[src/rtl/ipv6hc_pkg.sv]
`default_nettype none

package ipv6hc_pkg;

  // Widths of the counted length and of the captured header fields.
  localparam int unsigned LenW  = 11;
  localparam int unsigned ByteW = 8;

  typedef logic [LenW-1:0]  len_t;
  typedef logic [ByteW-1:0] byte_t;

  // Header layout and protocol constants.
  localparam len_t  MinLen       = len_t'(40);
  localparam len_t  MaxClamp     = len_t'(2046);
  localparam len_t  MaxReset     = len_t'(1280);
  localparam len_t  UdpMinPktLen = len_t'(48);
  localparam len_t  IdxVersion   = len_t'(0);
  localparam len_t  IdxPayHi     = len_t'(4);
  localparam len_t  IdxPayLo     = len_t'(5);
  localparam len_t  IdxNextHdr   = len_t'(6);
  localparam len_t  IdxUdpHi     = len_t'(44);
  localparam len_t  IdxUdpLo     = len_t'(45);
  localparam logic [3:0]  VersionSix = 4'd6;
  localparam byte_t       ProtoUdp   = 8'd17;
  localparam byte_t       ProtoIcmp6 = 8'd58;
  localparam logic [15:0] UdpHdrLen  = 16'd8;
  localparam logic [15:0] IcmpMinLen = 16'd4;

  // Result codes, highest priority check first after OK.
  typedef enum logic [2:0] {
    ST_OK           = 3'd0,
    ST_TOO_SHORT    = 3'd1,
    ST_TOO_LONG     = 3'd2,
    ST_BAD_VERSION  = 3'd3,
    ST_LEN_MISMATCH = 3'd4,
    ST_UDP_SHORT    = 3'd5,
    ST_UDP_BAD_LEN  = 3'd6,
    ST_ICMP_SHORT   = 3'd7
  } status_e;

  // Captured state of the packet in progress.
  typedef struct packed {
    len_t        count;
    logic [3:0]  version;
    logic [15:0] pay_len;
    byte_t       next_hdr;
    logic [15:0] udp_len;
  } pkt_fields_t;

endpackage

`default_nettype wire

[src/rtl/ipv6_packet_header_checker_top.sv]
// Channel   Direction  tdata (low bit up)                      tuser  tlast
// s_axis    in         data_byte[7:0]                          -      last_byte
// m_axis    out        status[2:0], packet_length[13:3], 0s    -      -
// cfg       in         max_packet_length[10:0] (write only)    -      -
//
// One byte per cycle is accepted; only a last byte can stall, and only while
// a finished status is still unclaimed on m_axis. The counter and field
// captures update from the registered byte; a status word is valid once the
// last byte passes the input and result registers. Reset (rst_ni, async, low)
// clears the counter, captures, both valid flags, and sets the maximum to 1280.
`default_nettype none

module ipv6_packet_header_checker_top (
  input  wire         clk_i,
  input  wire         rst_ni,
  // Configuration: maximum packet length, clamped to 40..2046 on write.
  input  wire         cfg_we_i,
  input  wire  [10:0] cfg_wdata_i,
  // Input stream: tdata = data_byte[7:0], tlast = last_byte.
  input  wire         s_axis_tvalid_i,
  output logic        s_axis_tready_o,
  input  wire  [7:0]  s_axis_tdata_i,
  input  wire         s_axis_tlast_i,
  // Output stream: tdata = status[2:0], packet_length[13:3], zero pad [15:14].
  output logic        m_axis_tvalid_o,
  input  wire         m_axis_tready_i,
  output logic [15:0] m_axis_tdata_o
);
  import ipv6hc_pkg::*;

  len_t        max_q;
  logic        in_valid_q;
  byte_t       in_byte_q;
  logic        in_last_q;
  pkt_fields_t pkt_q, pkt_d;
  logic        out_valid_q;
  status_e     out_status_q;
  len_t        out_len_q;
  logic        advance;
  logic        counting;
  status_e     status;

  // Stored maximum is already clamped; the count stops at max_q plus one.
  always_ff @(posedge clk_i or negedge rst_ni) begin
    if (!rst_ni) begin
      max_q <= MaxReset;
    end else if (cfg_we_i) begin
      if (cfg_wdata_i < MinLen) begin
        max_q <= MinLen;
      end else if (cfg_wdata_i > MaxClamp) begin
        max_q <= MaxClamp;
      end else begin
        max_q <= cfg_wdata_i;
      end
    end
  end

  // A non-last word always moves on; a last word needs a free output slot.
  assign advance         = in_valid_q && (!in_last_q || !out_valid_q || m_axis_tready_i);
  assign s_axis_tready_o = !in_valid_q || advance;

  // Input register.
  always_ff @(posedge clk_i or negedge rst_ni) begin
    if (!rst_ni) begin
      in_valid_q <= 1'b0;
    end else if (s_axis_tready_o) begin
      in_valid_q <= s_axis_tvalid_i;
    end
  end

  always_ff @(posedge clk_i) begin
    if (s_axis_tvalid_i && s_axis_tready_o) begin
      in_byte_q <= s_axis_tdata_i;
      in_last_q <= s_axis_tlast_i;
    end
  end

  // Counter update and header field capture for the registered word.
  assign counting = (pkt_q.count <= max_q);

  always_comb begin
    pkt_d = pkt_q;
    if (counting) begin
      pkt_d.count = pkt_q.count + len_t'(1);
      if (pkt_q.count == IdxVersion) begin
        pkt_d.version = in_byte_q[7:4];
      end else if (pkt_q.count == IdxPayHi) begin
        pkt_d.pay_len[15:8] = in_byte_q;
      end else if (pkt_q.count == IdxPayLo) begin
        pkt_d.pay_len[7:0] = in_byte_q;
      end else if (pkt_q.count == IdxNextHdr) begin
        pkt_d.next_hdr = in_byte_q;
      end else if (pkt_q.count == IdxUdpHi) begin
        pkt_d.udp_len[15:8] = in_byte_q;
      end else if (pkt_q.count == IdxUdpLo) begin
        pkt_d.udp_len[7:0] = in_byte_q;
      end
    end
  end

  ipv6hc_judge u_judge (
    .fields_i  (pkt_d),
    .max_len_i (max_q),
    .status_o  (status)
  );

  // Packet state returns to zero after each last word.
  always_ff @(posedge clk_i or negedge rst_ni) begin
    if (!rst_ni) begin
      pkt_q <= '0;
    end else if (advance) begin
      if (in_last_q) begin
        pkt_q <= '0;
      end else begin
        pkt_q <= pkt_d;
      end
    end
  end

  // Result register.
  always_ff @(posedge clk_i or negedge rst_ni) begin
    if (!rst_ni) begin
      out_valid_q <= 1'b0;
    end else if (advance && in_last_q) begin
      out_valid_q <= 1'b1;
    end else if (m_axis_tready_i) begin
      out_valid_q <= 1'b0;
    end
  end

  always_ff @(posedge clk_i) begin
    if (advance && in_last_q) begin
      out_status_q <= status;
      out_len_q    <= pkt_d.count;
    end
  end

  assign m_axis_tvalid_o = out_valid_q;
  assign m_axis_tdata_o  = {2'b00, out_len_q, out_status_q};

`ifndef SYNTHESIS
  // The counter is back at zero after a packet ends.
  a_clear_after_last: assert property (@(posedge clk_i) disable iff (!rst_ni)
    (advance && in_last_q) |=> (pkt_q.count == '0))
    else $error("packet state not cleared after last word");

  // An accepted packet lies within the length limits.
  a_ok_in_range: assert property (@(posedge clk_i) disable iff (!rst_ni)
    (out_valid_q && (out_status_q == ST_OK)) |->
      ((out_len_q >= MinLen) && (out_len_q <= max_q)))
    else $error("OK status with out-of-range length");

  // A too-short status only goes with a short count.
  a_short_len: assert property (@(posedge clk_i) disable iff (!rst_ni)
    (out_valid_q && (out_status_q == ST_TOO_SHORT)) |-> (out_len_q < MinLen))
    else $error("too-short status with long count");
`endif

endmodule

`default_nettype wire

[src/rtl/ipv6hc_judge.sv]
`default_nettype none

module ipv6hc_judge (
  input  ipv6hc_pkg::pkt_fields_t fields_i,
  input  ipv6hc_pkg::len_t        max_len_i,
  output ipv6hc_pkg::status_e     status_o
);
  import ipv6hc_pkg::*;

  logic [16:0] want_len;
  logic        is_udp;
  logic        is_icmp;
  logic        udp_len_bad;

  assign want_len     = 17'(MinLen) + {1'b0, fields_i.pay_len};
  assign is_udp       = (fields_i.next_hdr == ProtoUdp);
  assign is_icmp      = (fields_i.next_hdr == ProtoIcmp6);
  // The UDP length field is only present once the UDP header has arrived.
  assign udp_len_bad  = (fields_i.count >= UdpMinPktLen) &&
                        ((fields_i.udp_len < UdpHdrLen) ||
                         (fields_i.udp_len > fields_i.pay_len));

  // Priority chain of the checks.
  always_comb begin
    if (fields_i.count < MinLen) begin
      status_o = ST_TOO_SHORT;
    end else if (fields_i.count > max_len_i) begin
      status_o = ST_TOO_LONG;
    end else if (fields_i.version != VersionSix) begin
      status_o = ST_BAD_VERSION;
    end else if (want_len != {6'd0, fields_i.count}) begin
      status_o = ST_LEN_MISMATCH;
    end else if (is_udp && (fields_i.pay_len < UdpHdrLen)) begin
      status_o = ST_UDP_SHORT;
    end else if (is_udp && udp_len_bad) begin
      status_o = ST_UDP_BAD_LEN;
    end else if (is_icmp && (fields_i.pay_len < IcmpMinLen)) begin
      status_o = ST_ICMP_SHORT;
    end else begin
      status_o = ST_OK;
    end
  end

endmodule

`default_nettype wire

[config.mk]
export PLATFORM = sky130hd
export DESIGN_NAME = ipv6_packet_header_checker_top
export DESIGN_NICKNAME = d
export VERILOG_FILES = /design/src/rtl/ipv6hc_pkg.sv /design/src/rtl/ipv6_packet_header_checker_top.sv /design/src/rtl/ipv6hc_judge.sv
export SDC_FILE = /design/constraint.sdc
export NUM_CORES = 1
export LEC_CHECK = 0
export ABC_AREA = 1
export BUFFER_PORTS_ARGS = -buffer_cell sky130_fd_sc_hd__buf_2
export CAP_MARGIN = 20
export CORE_MARGIN = 3
export CORE_UTILIZATION = 40
export CTS_CLUSTER_SIZE = 24
export DETAILED_ROUTE_END_ITERATION = 6
export PLACE_DENSITY_LB_ADDON = 0.08
export SETUP_SLACK_MARGIN = 0.05
export SYNTH_ARGS = -nofsm -noshare
export SYNTH_HDL_FRONTEND = slang
export SYNTH_SLANG_ARGS = --single-unit
[constraint.sdc]
create_clock -name clk_i -period 12.15 [get_ports clk_i]
set_input_delay 0 -clock clk_i [delete_from_list [all_inputs] [get_ports clk_i]]
set_output_delay 0 -clock clk_i [all_outputs]
set_load 0.02 [all_outputs]
==> metrics, run 1 <==
status=completed; PwrDens=255.6 nW/um2; share of layout cells above drive strength 1=11.82%; CTS tree=built; # fillers=approximately 1700; drt first pass iters=7; CP max FO=52; I/O Buffers=40; Hold Path Class=primary input to register; Mapped Avg Cell Area=7.234 um2; worst r2r path cells=23; drt wl/cell=15.83 um; Synth Register Bits=91; final worst slack=7.529 ns; switching pwr=between 1000 and 1500 uW; area share of fa/ha/maj cells after synthesis=7.954%; post-route ant nets=0; Max-Cap Viols=0; DRC=0; worst reg2reg setup slack=7.53 ns; CTS resizes=0; Sink Count=91; Final HPWL DP=roughly 14 mm; Rows=46; full die area=18510 um2; Worst R2R Start=max_q[10]; Vias/cell=5.135; synthesized instance count=935; Place WS=approximately 7.5 ns; die width=136.0 um; ys flop type=dfrtp_1; initial antenna violation count=0; setup bufs post-CTS=0; clk_skew=0.008406 ns; Synth cell types=49; Fin. Hold Viols=0; total routed wirelength=19.22 mm; first-pass GRT wire length=roughly 32 mm; XOR/XNOR share of the synthesized area=1.535%; total number of vias=6234; RSZ-0062 raised after global routing=no; largest net degree at the start of global routing=69; Starting Density=41.67%; Sequential Power Share=a little over a fifth; total gr overflow=0; WHS Path Cells=3; largest family of logic cells by synthesized area=simple AND/OR/NAND/NOR gates; Hold Path End=max_q[7]; Skew-Pair Late Insertion Delay=0.36 ns; area grow syn2layout=13.93%; Global Route Usage Sum=21.98%; Synth Cell Area=6764 um2; post-synthesis sequential area ratio=35.41%; Worst Min Path Start=cfg_we_i; Placer Congestion=between 0.8 and 0.9; Final period util=38.04%; switching portion of total power=between 50% and 60%; WS Path Type=register to register; Initial DRC Count=roughly 390; WP data required=12.27 ns; Synth Area in Compound Gates=a little over an eighth; ant diodes=0; Critical Path AT=around 4.7 ns; Core ar.=16230 um2; ys async rst share=74.73%; synthesis warning total=0; setup TNS=0 ns; Leak=around 0.004 uW; # IOs=43; vias in the first global route=5930; r2r endpoint=out_status_q[2]; IR drop worst, VDD=between 0.09 and 0.1 mV; Tmin final=about 4.6 ns; Critical Path Sink Type=register; post-synthesis simple-gate area fraction=30.65%; CTS Buffer Depth=2; Clock power frac=approximately 16%; Slew @ Worst Pin=0.9411 ns; H-tree levels=3; # nets final=about 1100; internal power=952.7 uW; Chip Height=136.0 um; Startpoint Class=register; worst slew slack as a fraction of its limit=37.26%; fmax=216.4 MHz; clock buffer count from CTS=9; combinational power share=62.7%; Slew Limit Fails=0; Worst-path clk slew=0.07 ns; CTS Root Cell=clkbuf_16; Post-synth EDFFs=23; mux cell area share after synthesis=0%; final-report setup violation count=0; worst slack on hold paths=~0.014 ns
-- placed cells by master, fill, tap and decap left out, drive strengths merged --
master / Yosys / final
o221ai: 1 / 1
o21a: 4 / 4
bufinv: 0 / 2
clkbuf: 12 / 10
o2111ai: 1 / 1
clkinv: 1 / 2
o22ai: 55 / 55
xor2: 10 / 10
conb: 1 / 2
nand4: 19 / 19
and2: 1 / 1
o211ai: 1 / 1
nor2: 53 / 53
dlygate4sd3: 0 / 29
xnor2: 1 / 1
nor4: 2 / 2
nand3b: 4 / 4
o21ai: 63 / 63
dfrtp: 66 / 66
a221oi: 1 / 1
dfstp: 2 / 2
nand3: 71 / 71
ha: 43 / 43
inv: 153 / 154
nor3: 17 / 17
clkinvlp: 0 / 2
a211oi: 1 / 1
buf: 14 / 43
a21oi: 22 / 22
edfxtp: 23 / 23
or2: 1 / 1
a2bb2oi: 1 / 1
nand2: 289 / 289
o21bai: 1 / 1
o31ai: 1 / 1
-- timing repair --
| action | 4_1_cts | 5_1_grt |
|---|---|---|
| endpoints found under the setup margin | 0 | 0 |
| endpoints found under the hold margin | 88 | 0 |
| hold buffers | 29 | 0 |
-- power groups by stage --
stage | registers (uW) | logic [uW] | clock network [uW]
5_1_grt | 430 | 1410 | 330
2_1_floorplan | 429 | 924 | 0
3_5_place_dp | 429 | 1230 | 0
3_3_place_gp | 429 | 1230 | 0
6_report | 424 | 1240 | 311
4_1_cts | 423 | 1240 | 317
-- per-stage QoR --
step / instances / area (um2) / total power [uW] / util [%]
2_1_floorplan: 936 / 6768 / 1353 / -
3_3_place_gp: 1169 / 7098 / 1656 / 43.73
3_5_place_dp: 1169 / 7098 / 1654 / 43.73
4_1_cts: 1214 / 7706 / 1977 / 47.48
5_1_grt: 1214 / 7706 / 2166 / 47.48
6_report: 1214 / 7706 / 1970 / 47.48
-- synthesized netlist by cell type, types with 2 or more instances --
cell type / count / area [um2]
o21ai_0: 39 / 195.2
dfrtp_1: 66 / 1652
nand3_2: 2 / 20.02
nand3_1: 69 / 345.3
o21ai_2: 7 / 61.31
nor2_2: 3 / 18.77
xor2_1: 9 / 78.83
buf_6: 5 / 56.30
buf_4: 8 / 60.06
nand2_2: 16 / 100.1
inv_1: 144 / 540.5
o21ai_1: 17 / 85.08
o22ai_1: 55 / 344.1
nor2_4: 6 / 67.56
inv_2: 8 / 30.03
nor3_1: 14 / 70.07
clkbuf_1: 12 / 45.04
nand2_1: 269 / 1010
nand4_1: 17 / 106.4
nand3b_1: 4 / 30.03
nand2_4: 4 / 45.04
a21oi_1: 20 / 100.1
ha_1: 43 / 538.0
edfxtp_1: 23 / 690.7
o21a_1: 4 / 30.03
dfstp_2: 2 / 52.55
a21oi_2: 2 / 17.52
nor4_1: 2 / 12.51
nor3_2: 2 / 20.02
nor2_1: 44 / 165.2
-- critical path: stages (launching register included) --
cell	delay (ns)
dfstp_2	0.51
inv_1	0.06
ha_1	0.31
nand2_1	0.09
inv_2	0.04
a21oi_1	0.18
nand3_2	0.22
nand2_4	0.53
o2111ai_1	0.43
o21ai_0	0.36
inv_1	0.10
ha_1	0.31
a21oi_1	0.14
o21ai_0	0.08
a21oi_1	0.13
nor3_1	0.06
a2bb2oi_1	0.14
o21bai_1	0.19
nand3_1	0.13
nand2_1	0.06
nor2_1	0.09
nand3_1	0.08
nand3_1	0.08
inv_1	0.04
-- sequential cells by signal, summed over array words and instances (netlist names) --
| name | flops |
|---|---|
| out_len_q | 11 |
| in_last_q | 1 |
| in_byte_q | 8 |
| in_valid_q | 1 |
| pkt_q | 55 |
| m_axis_tvalid_o | 1 |
| max_q | 11 |
| out_status_q | 3 |
-- cell families after synthesis --
group           Yosys count
flops                    91
xor+xnor                 11
other cells               1
simple gates            457
compound gates          152
buf+inv                 180
fa+ha+maj                43
-- metal layers --
metal  up-vias  track usage (%)  routed length [um]
met3        17            3.775                 728
met1      2904            30.45                9288
met2       110            35.75                8953
met4         0            5.543                 247
met5         -                0                   0
li1       3203                -                   -
-- how the worst max path moves through the flow --
stage	endpoint	slack, ns	from
floorplan	out_status_q[2]	8.36	max_q[10]
global placement	out_status_q[2]	7.62	max_q[10]
detailed placement	out_status_q[2]	7.52	max_q[10]
CTS	out_status_q[2]	7.51	max_q[10]
global route	out_status_q[2]	7.05	max_q[8]
finish	out_status_q[2]	7.53	max_q[10]
-- cell type report --
class,count,area [um2],area share (%)
tap,216,270.3,3.507
inverter,154,585.6,7.599
clock buffer,10,229.0,2.971
sequential,91,2395,31.08
multi-input combinational,665,3625,47.04
timing repair buffer,72,513.0,6.657
clock inverter,6,88.84,1.153
Note: power is estimated with default switching activity, not from simulation.
==> run 2, diff against run 1 <==
Clock period 12.15 ns to 3.75 ns, I/O delays scaled along.
==> run 2 against run 1 <==
Effect of this change: via count increased by 6.1%; maximum frequency increased by 25%; non-clock buffer count rose by 89; sequential power rose to 3.2 times the previous value; worst hold slack lost 0.0095 ns; highest routed layer unchanged; first-iteration DRC count fell by 10%; die area did not move; clock skew up 0.00086 ns; design area is 16% higher.
==> metrics, run 2 (same netlist as run 1, synthesis figures left out) <==
status=completed; crit-path leading delay family=simple AND/OR/NAND/NOR gates; CP max FO=6; Core ar.=16230 um2; die width=about 140 um; Tmin final=3.697 ns; drt wl/cell=15.67 um; Critical Path AT=3.80 ns; Rows=46; full die area=18510 um2; CTS Root Cell=clkbuf_16; Starting Density=41.67%; Place WS=-0.04768 ns; Max-Cap Viols=0; ant diodes=0; final worst slack=about 0.053 ns; Worst-path clk slew=0.07 ns; area grow syn2layout=32.04%; vias in the first global route=6386; crit path from=max_q[10]; # nets final=1152; WP data required=3.86 ns; Biggest register=pkt_q; total routed wirelength=20.45 mm; worst slew slack as a fraction of its limit=between 50% and 60%; initial antenna violation count=0; final core utilization=55.03%; Worst R2R Start=max_q[10]; first-pass GRT wire length=32.69 mm; Vias/cell=5.070; worst path bufs/invs=6; Skew-Pair Late Insertion Delay=0.35 ns; biggest regs=pkt_q x55, max_q x11, out_len_q x11; clock buffer count from CTS=9; Final HPWL DP=around 15 mm; Global Route Usage Sum=22.66%; Startpoint Class=register; WS Path Type=register to register; clk_skew=a little over 0.009 ns; Crit path largest cell delay=0.52 ns; Fin. Hold Viols=0; I/O Buffers=40; IR drop worst, VDD=0.4877 mV; most frequent cells in the layout=252 x nand2_1, 135 x inv_1, 82 x buf_4; Critical Path Sink Type=register; Initial DRC Count=352; Final period util=between 90% and 100%; H-tree levels=3; CP max stage cell=dfstp_2; PwrDens=between 800 and 900 nW/um2; setup TNS=0 ns; max reg flops=55; Hold Path Class=primary input to register; Leak=0.004584 uW; Sink Count=91; Slew Limit Fails=0; # fillers=1590; post-route ant nets=0; # IOs=43; total gr overflow=0; Worst Min Path Start=cfg_we_i; Chip Height=136.0 um; most common cell after layout, fill and taps aside=nand2_1; CTS Buffer Depth=2; Slew @ Worst Pin=around 0.7 ns; drt first pass iters=5; DRC=0; share of layout cells above drive strength 1=25.71%; Pwr Total=about 7800 uW; CTS tree=built; largest net degree at the start of global routing=between 50 and 60; total number of vias=about 6600; fmax=270.5 MHz; RSZ-0062 raised after global routing=yes; Placer Congestion=0.9143; final-report setup violation count=0
-- run 2: cell count changes in the layout (fill, tap and decap cells not counted), moves of 6 or more --
cell,delta
nand2_1,-16
o21ai_0,-11
ha_1,-12
o21ai_2,+6
buf_12,+6
a21oi_2,+6
buf_4,+79
a21oi_1,-6
inv_2,+9
inv_1,-9
nand2_2,+10
ha_4,+12
-- run 2: final cells by class --
class | count | area, um2 | area share [%]
clock buffer | 10 | 229.0 | 2.564
clock inverter | 6 | 41.29 | 0.4623
inverter | 154 | 585.6 | 6.556
multi-input combinational | 667 | 4098 | 45.88
sequential | 91 | 2395 | 26.81
tap | 216 | 270.3 | 3.026
timing repair buffer | 161 | 1313 | 14.70
-- run 2: metal layers --
| layer | up-vias | part of all wire (%) | GRT usage, % |
|---|---|---|---|
| li1 | 3397 | - | - |
| met1 | 3046 | 46 | 30.66 |
| met2 | 132 | 46 | 36.52 |
| met3 | 41 | 4.6 | 3.960 |
| met4 | 0 | 2.9 | 8.063 |
| met5 | - | 0 | 0 |
-- run 2: worst paths after layout --
check                      slack [ns]  depth (start not counted)               to
max                              0.05                         25  out_status_q[2]
min                             0.004                          2         max_q[4]
max reg2reg                      0.05                         25  out_status_q[2]
min reg2reg                      0.54                          2        pkt_q[11]
max in group asynchronous        2.49                          3        pkt_q[29]
min in group asynchronous        0.23                          2       in_valid_q
-- run 2: metrics by stage --
step / hold WS [ns] / instance area, um2 / std cells
after floorplan: -0.2956 / 6785 / 936
after global placement: 0.09793 / 7681 / 1241
after detailed placement: 0.09428 / 7681 / 1241
after CTS: 0.002555 / 8429 / 1290
after global routing: 0.04893 / 8931 / 1305
final: 0.004044 / 8931 / 1305
-- run 2: where the power goes --
group,switching [uW],internal [uW],total (uW)
sequential,100,1240,1340
clock,403,450,853
combinational,3310,2260,5570
-- run 2: what timing repair did --
item | 4_1_cts | 5_1_grt
gates resized for setup | 30 | 72
pin swaps | 18 | 36
buffers inserted | 5 | 13
cloned | 2 | 2
hold buffers | 26 | 0
endpoints found under the setup margin | 2 | 3
hold endpoints to repair | 48 | 0
-- run 2: worst reg2reg max path, stage by stage (launching register included) --
cell and delay [ns]:
dfstp_2 0.52, inv_2 0.04, ha_4 0.26, nand2_2 0.04, inv_2 0.08, nand2_4 0.07, nor2_4 0.14, nand2_2 0.08
nand3_4 0.11, buf_12 0.13, nand2_8 0.10, buf_12 0.16, clkbuf_16 0.15, nand2_4 0.05, o21ai_2 0.06, ha_1 0.26
nand4_1 0.21, o221ai_2 0.17, a2bb2oi_2 0.18, o21bai_4 0.18, nand3_2 0.09, nand2_1 0.06, nor2_1 0.10, nand3_1 0.08
nand3_1 0.10, inv_1 0.04
==> run 3, diff against run 2 <==
Settings changed: REMOVE_ABC_BUFFERS set to 1.
Clock period 3.75 ns to 4 ns, I/O delays scaled along.
==> run 3 against run 2 <==
Effect of this change: via count fell by 2.8%; clock power rose by 2.7%; maximum frequency fell by 0.63%; sequential power fell by 7%; worst hold slack improved by 0.021 ns; die area did not move; sequential share of layout area rose by 1.2 points; setup slack improved by 0.23 ns; cell count fell by 2.5%; critical path depth fell by 2; first-iteration DRC count rose by 8.5%; largest power group unchanged; highest routed layer unchanged.
==> metrics, run 3 (same netlist as run 1, synthesis figures left out) <==
Critical Path AT=roughly 3.9 ns; initial antenna violation count=0; I/O Buffers=40; ant diodes=0; clk_skew=0.008911 ns; CTS Buffer Depth=2; Max-Cap Viols=0; WP data required=4.22 ns; Placer Congestion=0.8854; Core ar.=16230 um2; final-report setup violation count=0; Final period util=93.01%; max reg flops=55; full die area=18510 um2; Starting Density=41.67%; most common cell after layout, fill and taps aside=nand2_1; Skew-Pair Late Insertion Delay=0.35 ns; IR drop worst, VDD=roughly 0.39 mV; Sequential Power Share=between 10% and 20%; total number of vias=roughly 6400; CP max stage cell=dfstp_2; total routed wirelength=20.11 mm; PwrDens=820.4 nW/um2; final core utilization=52.62%; worst slew slack as a fraction of its limit=36.18%; Hold Path Class=primary input to register; post-route ant nets=0; Tmin final=3.721 ns; Slew Limit Fails=0; CP max FO=7; status=completed; die width=136.0 um; total gr overflow=0; r2r endpoint=out_status_q[1]; Slew @ Worst Pin=0.9572 ns; drt first pass iters=5; Post-DP Area=7501 um2; Final Non-Filler Cells=between 1000 and 1500; RSZ-0062 raised after global routing=no; worst slack on hold paths=between 0.02 and 0.025 ns; WHS Path Cells=2; drt wl/cell=15.80 um; internal power=3560 uW; switching portion of total power=49.20%; Worst Min Path Start=cfg_we_i; Initial DRC Count=roughly 380; Inst Count DP=1219; Crit path largest cell delay=approximately 0.52 ns; area grow syn2layout=26.27%; largest net degree at the start of global routing=between 60 and 70; Chip Height=136.0 um; Critical Path Sink Type=register; Worst R2R Start=max_q[10]; Worst-path clk slew=0.07 ns; H-tree levels=3; worst reg2reg setup slack=0.28 ns; Vias/cell=approximately 5.1; fmax=268.8 MHz; CTS Root Cell=clkbuf_16; CTS tree=built; Rows=46; post-layout instance area=8541 um2; Leak=0.004459 uW; Final HPWL DP=14.54 mm; setup TNS=0 ns; Biggest register=pkt_q; Sink Count=approximately 90; biggest regs=pkt_q x55, max_q x11, out_len_q x11; Fin. Hold Viols=0; clock buffer count from CTS=9; combinational power share=69.7%; share of layout cells above drive strength 1=21.10%; WS Path Type=register to register; vias in the first global route=6147; Global Route Usage Sum=22.44%; Hold Path End=max_q[10]; crit-path leading delay family=compound AO/OA/AOI/OAI gates; Startpoint Class=register; most frequent cells in the layout=256 x nand2_1, 142 x inv_1, 66 x nand3_1, 66 x dfrtp_1, 58 x buf_4; worst path bufs/invs=5; first-pass GRT wire length=between 30 and 40 mm; Clock power frac=12.5%; # nets final=1120; # IOs=43; worst r2r path cells=23; DRC=0; switching pwr=3448 uW; critical path cell sequence=inv_1 -> ha_4 -> nand2_1 -> inv_2 -> nand2_2 -> nor2_4 -> nand2_2 -> nand3_4 -> nand2_8 -> clkbuf_16 -> clkbuf_16 -> o21ai_4 -> inv_2 -> ha_4 -> nand2_1 -> o21a_1 -> o221ai_2 -> a2bb2oi_1 -> o21bai_1 -> nand3_1 -> a21oi_2 -> nand3_2 -> a21oi_2
==> run 3: changes by cell type in the layout (fill, tap and decap cells not counted), sizes merged <==
| cell | change |
|---|---|
| clkbuf | +6 |
| nand2 | -2 |
| bufinv | +1 |
| clkinv | -1 |
| inv | -1 |
| buf | -32 |
| dlygate4sd3 | -2 |
| clkinvlp | -1 |
==> run 3: metrics by stage <==
stage | setup WS, ns | total power, uW
floorplan | 0.1800 | 4012
global placement | 0.06371 | 5435
detailed placement | 0.06818 | 5436
CTS | 0.05169 | 6376
global route | 0.03792 | 7671
finish | 0.2795 | 7007
==> run 3: layout make-up <==
type / count / area (um2)
multi-input cells: 665 / 3901
well taps: 216 / 270.3
clock inverters: 4 / 50.05
flip-flops and latches: 91 / 2395
fillers: 1602 / 7690
inverters: 154 / 590.6
repair buffers: 131 / 1087
clock buffers: 12 / 246.5
==> run 3: power by group through the flow <==
stage	registers [uW]	clock network, uW	logic (uW)
2_1_floorplan	1310	0	2700
3_3_place_gp	1260	0	4180
3_5_place_dp	1260	0	4180
4_1_cts	1240	902	4230
5_1_grt	1270	943	5460
6_report	1250	876	4880
==> run 3: repair_timing <==
action,in CTS,in global routing
gates resized for setup,1,71
pin swaps,0,18
setup endpoints to repair,1,3
setup buffers,0,9
hold buffers,24,0
hold endpoints to repair,88,0
cloned,0,5
==> run 3: how the worst max path moves through the flow <==
stage	start	to	slack, ns	depth (start not counted)
floorplan	max_q[10]	out_status_q[2]	0.18	23
global placement	max_q[10]	out_status_q[1]	0.06	20
detailed placement	max_q[10]	out_status_q[2]	0.07	28
CTS	max_q[10]	out_status_q[1]	0.05	20
global route	max_q[10]	out_status_q[1]	0.04	26
finish	max_q[10]	out_status_q[1]	0.28	23
==> run 3: worst reg2reg max path, stage by stage, from the launching register on <==
cell and delay (ns):
dfstp_2 0.52, inv_1 0.08, ha_4 0.27, nand2_1 0.05, inv_2 0.06, nand2_2 0.07, nor2_4 0.12, nand2_2 0.09
nand3_4 0.09, nand2_8 0.08, clkbuf_16 0.17, clkbuf_16 0.16, o21ai_4 0.19, inv_2 0.09, ha_4 0.28, nand2_1 0.05
o21a_1 0.20, o221ai_2 0.18, a2bb2oi_1 0.18, o21bai_1 0.12, nand3_1 0.12, a21oi_2 0.19, nand3_2 0.09, a21oi_2 0.13
==> run 3: per-layer routing <==
layer	vias up	share of wire, %	GRT usage, %
met1	2974	50	32.84
li1	3320	-	-
met2	116	44	34.37
met4	0	1.8	6.327
met3	23	4.2	3.516
met5	-	0	0
